[src/rtl/core/bsd_pkg.sv]
`timescale 1ns / 1ps

package bsd_pkg;

  localparam int unsigned BYTE_W = 8;
  localparam int unsigned LEN_W  = 12;

  typedef enum logic [1:0] {
    MODE_HUNT = 2'd0,
    MODE_IN   = 2'd1,
    MODE_ESC  = 2'd2
  } mode_t;

  typedef enum logic [1:0] {
    KIND_PAYLOAD = 2'd0,
    KIND_DONE    = 2'd1,
    KIND_ERROR   = 2'd2
  } kind_t;

  typedef struct packed {
    logic                valid;
    kind_t               kind;
    logic [BYTE_W-1:0]   payload;
    logic [LEN_W-1:0]    frame_length;
  } res_t;

  localparam logic [BYTE_W-1:0] FLAG_RESET   = 8'd126;
  localparam logic [BYTE_W-1:0] ESCAPE_RESET = 8'd125;

endpackage

[src/rtl/core/bsd_core.sv]
`timescale 1ns / 1ps

module bsd_core #(
  parameter int unsigned MAX_FRAME_LEN = 2048
) (
  input  logic                       clk,
  input  logic                       rst,
  input  logic                       accept,
  input  logic [bsd_pkg::BYTE_W-1:0] rx_byte,
  input  logic [bsd_pkg::BYTE_W-1:0] flag_value,
  input  logic [bsd_pkg::BYTE_W-1:0] escape_value,
  output bsd_pkg::res_t              res
);

  localparam int unsigned CNT_W = $clog2(MAX_FRAME_LEN + 1);
  localparam logic [CNT_W-1:0] CNT_MAX = CNT_W'(MAX_FRAME_LEN);

  bsd_pkg::mode_t   mode, mode_next;
  logic [CNT_W-1:0] count, count_next;

  logic is_flag, is_escape, full;

  assign is_flag   = (rx_byte == flag_value);
  assign is_escape = (rx_byte == escape_value);
  assign full      = (count >= CNT_MAX);

  always_ff @(posedge clk) begin
    if (rst) begin
      mode  <= bsd_pkg::MODE_HUNT;
      count <= '0;
    end else if (accept) begin
      mode  <= mode_next;
      count <= count_next;
    end
  end

  // next state
  always_comb begin
    mode_next  = bsd_pkg::MODE_HUNT;
    count_next = '0;
    case (mode)
      bsd_pkg::MODE_IN: begin
        if (is_flag) begin
          mode_next = bsd_pkg::MODE_HUNT;
        end else if (is_escape) begin
          mode_next  = bsd_pkg::MODE_ESC;
          count_next = count;
        end else if (!full) begin
          mode_next  = bsd_pkg::MODE_IN;
          count_next = count + CNT_W'(1);
        end
      end
      bsd_pkg::MODE_ESC: begin
        if ((is_flag || is_escape) && !full) begin
          mode_next  = bsd_pkg::MODE_IN;
          count_next = count + CNT_W'(1);
        end
      end
      default: begin
        // hunt: a flag opens a frame, anything else is dropped
        if (is_flag) begin
          mode_next = bsd_pkg::MODE_IN;
        end
      end
    endcase
  end

  // result
  always_comb begin
    res = '{valid: 1'b0, kind: bsd_pkg::KIND_PAYLOAD, payload: '0, frame_length: '0};
    case (mode)
      bsd_pkg::MODE_IN: begin
        if (is_flag) begin
          res.valid        = 1'b1;
          res.kind         = bsd_pkg::KIND_DONE;
          res.frame_length = bsd_pkg::LEN_W'(count);
        end else if (!is_escape) begin
          res.valid = 1'b1;
          if (full) begin
            res.kind = bsd_pkg::KIND_ERROR;
          end else begin
            res.payload = rx_byte;
          end
        end
      end
      bsd_pkg::MODE_ESC: begin
        res.valid = 1'b1;
        if ((is_flag || is_escape) && !full) begin
          res.payload = rx_byte;
        end else begin
          res.kind = bsd_pkg::KIND_ERROR;
        end
      end
      default: begin
        res.valid = 1'b0;
      end
    endcase
  end

  a_count_bound: assert property (@(posedge clk) disable iff (rst)
    count <= CNT_MAX)
    else $error("byte count beyond maximum frame length");

  a_payload_counts: assert property (@(posedge clk) disable iff (rst)
    (accept && res.valid && res.kind == bsd_pkg::KIND_PAYLOAD)
      |=> (count == $past(count) + CNT_W'(1)) && mode == bsd_pkg::MODE_IN)
    else $error("payload transfer did not advance the byte count");

  a_end_hunts: assert property (@(posedge clk) disable iff (rst)
    (accept && res.valid && res.kind != bsd_pkg::KIND_PAYLOAD)
      |=> mode == bsd_pkg::MODE_HUNT && count == '0)
    else $error("frame end or error did not return to hunting");

  a_esc_silent: assert property (@(posedge clk) disable iff (rst)
    (accept && mode_next == bsd_pkg::MODE_ESC) |-> !res.valid)
    else $error("escape byte produced a result");

endmodule

[src/rtl/core/bsd_out_reg.sv]
`timescale 1ns / 1ps

module bsd_out_reg (
  input  logic          clk,
  input  logic          rst,
  input  logic          load,
  input  bsd_pkg::res_t res,
  input  logic          m_tready,
  output logic          m_tvalid,
  output bsd_pkg::res_t held
);

  always_ff @(posedge clk) begin
    if (rst) begin
      m_tvalid <= 1'b0;
    end else if (load) begin
      m_tvalid <= 1'b1;
    end else if (m_tready) begin
      m_tvalid <= 1'b0;
    end
  end

  // payload needs no reset
  always_ff @(posedge clk) begin
    if (load) begin
      held <= res;
    end
  end

endmodule

[src/rtl/core/byte_stuffing_deframer.sv]
`timescale 1ns / 1ps
// A result appears on the master side in the cycle after the input transfer.
// One byte per cycle unless a held result waits on m_tready; the single mode/count register update sets it.
// The output register lets a new byte enter while the previous result is taken.
// Reset (rst, synchronous): flag 126, escape 125, hunting, byte count zero,
// output register empty.

module byte_stuffing_deframer #(
  parameter int unsigned MAX_FRAME_LEN = 2048
) (
  input  logic        clk,
  input  logic        rst,
  // slave side
  input  logic        s_tvalid,
  output logic        s_tready,
  input  logic [7:0]  s_tdata,   // [7:0] rx_byte
  // master side
  output logic        m_tvalid,
  input  logic        m_tready,
  output logic [23:0] m_tdata,   // [7:0] payload, [19:8] frame_length, [23:20] zero
  output logic [1:0]  m_tuser,   // [1:0] kind
  // configuration
  input  logic        psel,
  input  logic        penable,
  input  logic        pwrite,
  input  logic [2:0]  paddr,
  input  logic [31:0] pwdata,
  output logic [31:0] prdata,
  output logic        pready
);

  localparam logic REG_FLAG   = 1'b0;
  localparam logic REG_ESCAPE = 1'b1;

  logic [bsd_pkg::BYTE_W-1:0] flag_value, escape_value;
  logic                       s_accept, load;
  bsd_pkg::res_t              res, held;

  assign pready = 1'b1;

  always_ff @(posedge clk) begin
    if (rst) begin
      flag_value   <= bsd_pkg::FLAG_RESET;
      escape_value <= bsd_pkg::ESCAPE_RESET;
    end else if (psel && penable && pwrite && pready) begin
      case (paddr[2])
        REG_FLAG:   flag_value   <= pwdata[bsd_pkg::BYTE_W-1:0];
        REG_ESCAPE: escape_value <= pwdata[bsd_pkg::BYTE_W-1:0];
        default:    flag_value   <= flag_value;
      endcase
    end
  end

  always_comb begin
    case (paddr[2])
      REG_FLAG:   prdata = {24'd0, flag_value};
      REG_ESCAPE: prdata = {24'd0, escape_value};
      default:    prdata = '0;
    endcase
  end

  // take a byte whenever the output register is free or drains this cycle
  assign s_tready = !m_tvalid || m_tready;
  assign s_accept = s_tvalid && s_tready;
  assign load     = s_accept && res.valid;

  bsd_core #(
    .MAX_FRAME_LEN(MAX_FRAME_LEN)
  ) u_core (
    .clk          (clk),
    .rst          (rst),
    .accept       (s_accept),
    .rx_byte      (s_tdata),
    .flag_value   (flag_value),
    .escape_value (escape_value),
    .res          (res)
  );

  bsd_out_reg u_out (
    .clk      (clk),
    .rst      (rst),
    .load     (load),
    .res      (res),
    .m_tready (m_tready),
    .m_tvalid (m_tvalid),
    .held     (held)
  );

  assign m_tdata = {4'd0, held.frame_length, held.payload};
  assign m_tuser = held.kind;

endmodule
[config.mk]
export PLATFORM = sky130hd
export DESIGN_NAME = byte_stuffing_deframer
export DESIGN_NICKNAME = d
export VERILOG_FILES = /design/src/rtl/core/bsd_pkg.sv /design/src/rtl/core/bsd_core.sv /design/src/rtl/core/bsd_out_reg.sv /design/src/rtl/core/byte_stuffing_deframer.sv
export SDC_FILE = /design/constraint.sdc
export NUM_CORES = 1
export LEC_CHECK = 0
export ABC_AREA = 1
export BUFFER_PORTS_ARGS = -buffer_cell sky130_fd_sc_hd__buf_4
export CAP_MARGIN = 20
export CORE_MARGIN = 2
export CORE_UTILIZATION = 50
export DETAILED_ROUTE_END_ITERATION = 7
export PLACE_DENSITY = 0.85
export SKIP_CTS_REPAIR_TIMING = 1
export SLEW_MARGIN = 20
export SYNTH_ARGS = -nofsm -noshare
export SYNTH_HDL_FRONTEND = slang
export SYNTH_SLANG_ARGS = --single-unit
[constraint.sdc]
create_clock -name clk -period 2.64 [get_ports clk]
set_input_delay 0.396 -clock clk [delete_from_list [all_inputs] [get_ports clk]]
set_output_delay 0.396 -clock clk [all_outputs]
set_load 0.05 [all_outputs]
==> flow_metrics.env, run 1 <==
export IMPL_hold_violations=0
export IMPL_synthCells=377
export IMPL_post_dp_cell_area_um2=3288
export IMPL_ys_top_cells_by_area="edfxtp_1, dfxtp_1, nand2_1, buf_4, inv_1"
export IMPL_cp_end_kind="register"
export IMPL_synth_seq_cells=53
export IMPL_grt_pass1_wl_mm=9.839
export IMPL_rsz0062_at_grt="false"
export IMPL_slew_violations=0
export IMPL_ys_seq_area_frac=0.4395
export IMPL_synth_most_common_cell="nand2_1"
export IMPL_drt_iter0_drc=220
export IMPL_area_growth_pct=17.38
export IMPL_cts_root_buf="clkbuf_8"
export IMPL_stdcell_area_um2=3422
export IMPL_dr_pass1_iters=5
export IMPL_core_um2=5574
export IMPL_min_delay_path_class="in -> reg"
export IMPL_initial_core_util=0.5230
export IMPL_cts_max_level=2
export IMPL_finalClockSkew_ns=0.004911
export IMPL_p_per_area_nw_per_um2=528.8
export IMPL_cts_sinks=53
export IMPL_async_reset_ff_frac=0
export IMPL_ant_nets=0
export IMPL_dieArea_um2=6458
export IMPL_dp_slack_ns=0.6116
export IMPL_antenna_cells=0
export IMPL_via_count=2453
export IMPL_start_kind="register"
export IMPL_synth_common_cells="nand2_1, inv_1, nor2_1, dfxtp_1, buf_4"
export IMPL_post_dp_hpwl_mm=4.376
export IMPL_avgSynthCellArea_um2=7.733
export IMPL_r2r_cells=8
export IMPL_worstPathArrival_ns=1.89
export IMPL_setup_viol=0
export IMPL_setup_slack_ns=0.7403
export IMPL_grt_total_usage=0.1959
export IMPL_status="finished, final reports clean"
export IMPL_fin_crit_sh=0.7196
export IMPL_grt_pass1_vias=2160
export IMPL_crit_fanout=22
export IMPL_power_total_mw=1.809
export IMPL_cts_tree="done"
export IMPL_via_per_inst=4.848
export IMPL_antenna_found_initial=0
export IMPL_holdWs_ns=0.3080
export IMPL_required_ns=2.63
export IMPL_yosysTopAreaCell="edfxtp_1"
export IMPL_p_leak_nw=1.564
export IMPL_multi_input_area_um2=1277
export IMPL_gp_congestion=0.8884
export IMPL_drc=0
export IMPL_io_buffers=55
export IMPL_grt_remaining_overflow=0
export IMPL_ir_drop_mv=0.3073
export IMPL_tns_ns=0
export IMPL_synth_warning_count=0
export IMPL_syn_area_um2=2915
export IMPL_cts_clk_slew_worst_paths_ns=0.09
export IMPL_routed_wl_mm=6.035
export IMPL_regArea_um2=1281
export IMPL_ys_types=31
export IMPL_clk_latency_ns=0.30
export IMPL_maxCapViolations=0
export IMPL_synth_top_area_share=0.2266
export IMPL_fillCellCount=490
export IMPL_drive_gt1_frac=0.2189
export IMPL_die_w_um=80.36
export IMPL_layout_min_cycle_time_ns=1.900
export IMPL_clockBufferDepth=2
export IMPL_routedWlPerCell_um=11.93
export IMPL_nets=487
export IMPL_cts_made_buffers=5
export IMPL_grt_max_degree=23
export IMPL_timing_fmax_mhz=526.4
export IMPL_top_level_ports=111
export IMPL_die_height_um=80.36
export IMPL_fp_row_count=27
export IMPL_synthFlopType="dfxtp_1"
export IMPL_crit_type="reg -> reg"
export IMPL_hold_path_depth=3
export IMPL_synth_edf_count=22
-- cell usage in the layout, fill, tap and decap left out, types with 2 or more instances in the layout --
| cell | count |
|---|---|
| nor2_2 | 9 |
| o21ai_1 | 2 |
| bufinv_16 | 2 |
| inv_2 | 6 |
| dfxtp_1 | 31 |
| xnor2_1 | 9 |
| conb_1 | 29 |
| inv_1 | 45 |
| nor3_1 | 2 |
| nand3_1 | 18 |
| ha_1 | 4 |
| nand2_2 | 3 |
| nand4_1 | 7 |
| xor2_1 | 2 |
| edfxtp_1 | 22 |
| nand2_1 | 84 |
| buf_4 | 58 |
| clkbuf_8 | 5 |
| o21ai_0 | 25 |
| nor2_1 | 43 |
| nand2_4 | 5 |
| nor4_1 | 2 |
| a21oi_1 | 13 |
-- worst max-delay path, cell delays in order, from the launching register on --
cell,delay [ns]
dfxtp_1,0.39
xnor2_1,0.15
nand2_1,0.09
nor2_2,0.19
a21oi_1,0.09
o21ai_0,0.19
nand2_1,0.12
inv_1,0.07
buf_4,0.28
-- worst paths after layout --
path / from / endpoint / slack (ns)
max: flag_value[4]$_SDFFE_PP1P_ / u_out.held[3]$_SDFFCE_PN0P_ / 0.74
min: pwdata[6] / escape_value[6]$_SDFFE_PP1P_ / 0.31
max reg2reg: flag_value[4]$_SDFFE_PP1P_ / u_out.held[3]$_SDFFCE_PN0P_ / 0.74
min reg2reg: escape_value[7]$_SDFFE_PP0P_ / escape_value[7]$_SDFFE_PP0P_ / 0.50
-- routing by layer --
| metal | GRT usage | up-vias | routed length [um] |
|---|---|---|---|
| met1 | 0.2670 | 1076 | 2602 |
| met2 | 0.3133 | 128 | 2812 |
| li1 | - | 1234 | - |
| met5 | 0 | - | 0 |
| met4 | 0.07966 | 0 | 150 |
| met3 | 0.02697 | 15 | 469 |
-- per-stage QoR --
step	std cells	util
floorplan	404	-
global placement	498	0.5899
detailed placement	498	0.5899
CTS	506	0.6139
global route	506	0.6139
finish	506	0.6139
-- area by class of cell --
| class | count | share of cell area |
|---|---|---|
| flip-flops and latches | 53 | 0.3744 |
| well taps | 72 | 0.02633 |
| clock inverters | 3 | 0.01901 |
| inverters | 53 | 0.05960 |
| repair buffers | 58 | 0.1272 |
| clock buffers | 5 | 0.02011 |
| multi-input cells | 262 | 0.3733 |
-- kinds of logic (layout without fill, tap and decap cells) --
kind of cell	after synthesis	in the layout	synth area share
adders and majority gates	4	4	0.01717
and+or+nand+nor	177	177	0.2790
xor gates and xnor gates	11	11	0.03305
AOI/OAI and AO/OA	41	41	0.07167
buffers and inverters	89	119	0.1571
other	2	29	0.002576
DFF	53	53	0.4395
-- sequential cells by signal, summed over array words and instances (netlist names) --
| name | cells |
|---|---|
| escape_value | 8 |
| flag_value | 8 |
| u_core.count | 12 |
| u_core.mode | 2 |
| u_out.held | 22 |
| u_out.m_tvalid | 1 |
-- power breakdown --
group	total, mW	switching (mW)	leakage [nW]	internal (mW)
Clock	0.637	0.261	0.0681	0.376
Combinational	0.303	0.228	1.04	0.0746
Sequential	0.869	0.00950	0.456	0.860
(Power assumes the default switching activity.)
==> inputs of run 2 (changes only) <==
CORE_UTILIZATION = 49   (was 50)
PLACE_DENSITY = 0.84   (was 0.85)
clock period = 1.8 ns   (was 2.64 ns; I/O delays follow)
==> run 2 against run 1 <==
  * The run now ends with negative setup slack left
  * Via count is 6.4% higher
  * Non-clock buffer count up 19
  * Global-route usage decreased by 0.53 points
  * Maximum frequency is 3.9% higher
  * Clock power grew 28%
  * Combinational power up 59%
  * Wire length grew 12%
  * Critical endpoint is now u_core.count[10]$_SDFFE_PP0P_
==> flow_metrics.env, run 2 (synthesized netlist as in run 1, its figures left out) <==
export IMPL_routedWlPerCell_um=12.81
export IMPL_cts_clk_slew_worst_paths_ns=0.10
export IMPL_top_level_ports=111
export IMPL_nets=507
export IMPL_cp_top_family="simple AND/OR/NAND/NOR gates"
export IMPL_cts_tree="done"
export IMPL_worstMarginPinSlew_ns=0.5247
export IMPL_worstPathArrival_ns=2.07
export IMPL_timing_fmax_mhz=546.9
export IMPL_status="finished with violations"
export IMPL_r2r_cells=14
export IMPL_path_cells="inv_1 -> nand2_1 -> nand2_1 -> nand2_1 -> nor2_2 -> buf_4 -> nand2_4 -> nand2_4 -> nand3_2 -> nand2_2 -> nand2_2 -> nand2_4 -> nand2_1 -> nor2_1"
export IMPL_dp_slack_ns=-0.007694
export IMPL_core_um2=5851
export IMPL_cts_max_level=2
export IMPL_hold_violations=0
export IMPL_clk_latency_ns=0.31
export IMPL_via_per_inst=4.934
export IMPL_final_cells=529
export IMPL_cts_sinks=53
export IMPL_drc=0
export IMPL_grt_max_degree=20
export IMPL_die_height_um=81.14
export IMPL_initial_core_util=0.4983
export IMPL_largest_reg_flops=22
export IMPL_violations="negative setup slack"
export IMPL_hold_path_depth=3
export IMPL_dr_pass1_iters=6
export IMPL_fillCellCount=484
export IMPL_rr_startpoint="flag_value[5]$_SDFFE_PP1P_"
export IMPL_cts_made_buffers=5
export IMPL_setup_slack_ns=-0.02847
export IMPL_max_slew_margin=0.6498
export IMPL_path_common_cell="nand2_1"
export IMPL_layout_min_cycle_time_ns=1.828
export IMPL_io_buffers=55
export IMPL_holdCritStartpoint="pwdata[5]"
export IMPL_route_met3_wl_um=577
export IMPL_via_count=2610
export IMPL_maxCapViolations=0
export IMPL_grt_pass1_wl_mm=9.687
export IMPL_min_delay_path_class="in -> reg"
export IMPL_area_growth_pct=25.97
export IMPL_topRoutingLayerUsed="met4"
export IMPL_path_buf_inv=2
export IMPL_hold_end="escape_value[5]$_SDFFE_PP1P_"
export IMPL_die_w_um=81.14
export IMPL_post_dp_cell_area_um2=3364
export IMPL_p_leak_nw=1.672
export IMPL_wl_met2_mm=3.284
export IMPL_antenna_found_initial=0
export IMPL_ant_nets=0
export IMPL_fp_row_count=28
export IMPL_antenna_cells=0
export IMPL_clockBufferDepth=2
export IMPL_ir_drop_mv=0.3549
export IMPL_p_per_area_nw_per_um2=701.0
export IMPL_cp_end_kind="register"
export IMPL_crit_fanout=5
export IMPL_finalClockSkew_ns=0.009692
export IMPL_drt_iter0_drc=251
export IMPL_fin_crit_sh=1.016
export IMPL_holdWs_ns=0.1803
export IMPL_cts_root_buf="clkbuf_8"
export IMPL_routed_wl_mm=6.779
export IMPL_gp_congestion=0.8726
export IMPL_layout_common_cells="nand2_1, buf_4, nor2_1, inv_1, conb_1"
export IMPL_rr_endpoint="u_core.count[10]$_SDFFE_PP0P_"
export IMPL_grt_pass1_vias=2162
export IMPL_setup_viol=19
export IMPL_cp_slowest_cell="dfxtp_1"
export IMPL_regMostFlops="u_out.held"
export IMPL_grt_total_usage=0.1906
export IMPL_reg_top3="u_out.held (22), u_core.count (12)"
export IMPL_drive_gt1_frac=0.3128
export IMPL_slew_violations=0
export IMPL_wl_met1_mm=2.818
export IMPL_post_dp_hpwl_mm=4.460
export IMPL_layout_commonest_cell="nand2_1"
export IMPL_stdcell_area_um2=3672
export IMPL_grt_remaining_overflow=0
export IMPL_reg2reg_slack_ns=-0.03
export IMPL_rsz0062_at_grt="true"
export IMPL_critPathMaxStageDelay_ns=0.33
export IMPL_start_kind="register"
export IMPL_dieArea_um2=6583
export IMPL_critPathLaunch="flag_value[5]$_SDFFE_PP1P_"
export IMPL_required_ns=2.04
export IMPL_dpl_cell_count=508
export IMPL_crit_type="reg -> reg"
## run 2: cell types whose count changed in the layout (fill, tap and decap cells not counted), moves of 5 or more
cell and delta:
buf_4 +16, dfxtp_1 -10, dfxtp_2 +10, inv_1 -6, inv_2 +5, nand2_1 -6, nand2_2 +5
## run 2: report_power, final
group / switching (mW) / internal, mW / total [mW] / leakage [nW]
registers: 0.0153 / 1.26 / 1.28 / 0.455
clock network: 0.397 / 0.416 / 0.813 / 0.0543
logic: 0.351 / 0.132 / 0.483 / 1.16
total: 0.763 / 1.81 / 2.57 / 1.67
## run 2: worst min-delay path, cell delays in order
cell and delay (ns):
buf_4 0.08, nand2_1 0.05, nand3_1 0.07
## run 2: through the flow
step                      power [mW]    util  TNS [ns]
after floorplan                1.677       -   -0.8128
after global placement         1.737  0.5751         0
after detailed placement       1.744  0.5751   -0.1321
after CTS                      2.543  0.5947         0
after global routing           2.665  0.6277    -2.269
final                          2.574  0.6277   -0.3485
## run 2: worst max-delay path by stage
stage,endpoint,slack (ns),depth (start not counted)
final,u_core.count[10]$_SDFFE_PP0P_,-0.03,14
after global routing,u_core.count[10]$_SDFFE_PP0P_,-0.14,14
after CTS,u_out.held[13]$_DFFE_PP_,0.002,9
after detailed placement,u_out.held[12]$_DFFE_PP_,-0.008,10
after global placement,u_out.held[17]$_DFFE_PP_,0.02,12
after floorplan,prdata[2],-0.20,3
## run 2: final cells by class
cell class | count | area (um^2) | area share
clock inverters | 3 | 46.29 | 0.01261
repair buffers | 77 | 611.8 | 0.1666
inverters | 53 | 207.7 | 0.05656
well taps | 75 | 93.84 | 0.02555
flip-flops and latches | 53 | 1294 | 0.3523
multi-input cells | 263 | 1350 | 0.3676
clock buffers | 5 | 68.82 | 0.01874
## run 2: metal layers
metal / up-vias / global-route usage
li1: 1283 / -
met1: 1148 / 0.2591
met2: 166 / 0.3157
met3: 13 / 0.03444
met4: 0 / 0.04576
met5: - / 0
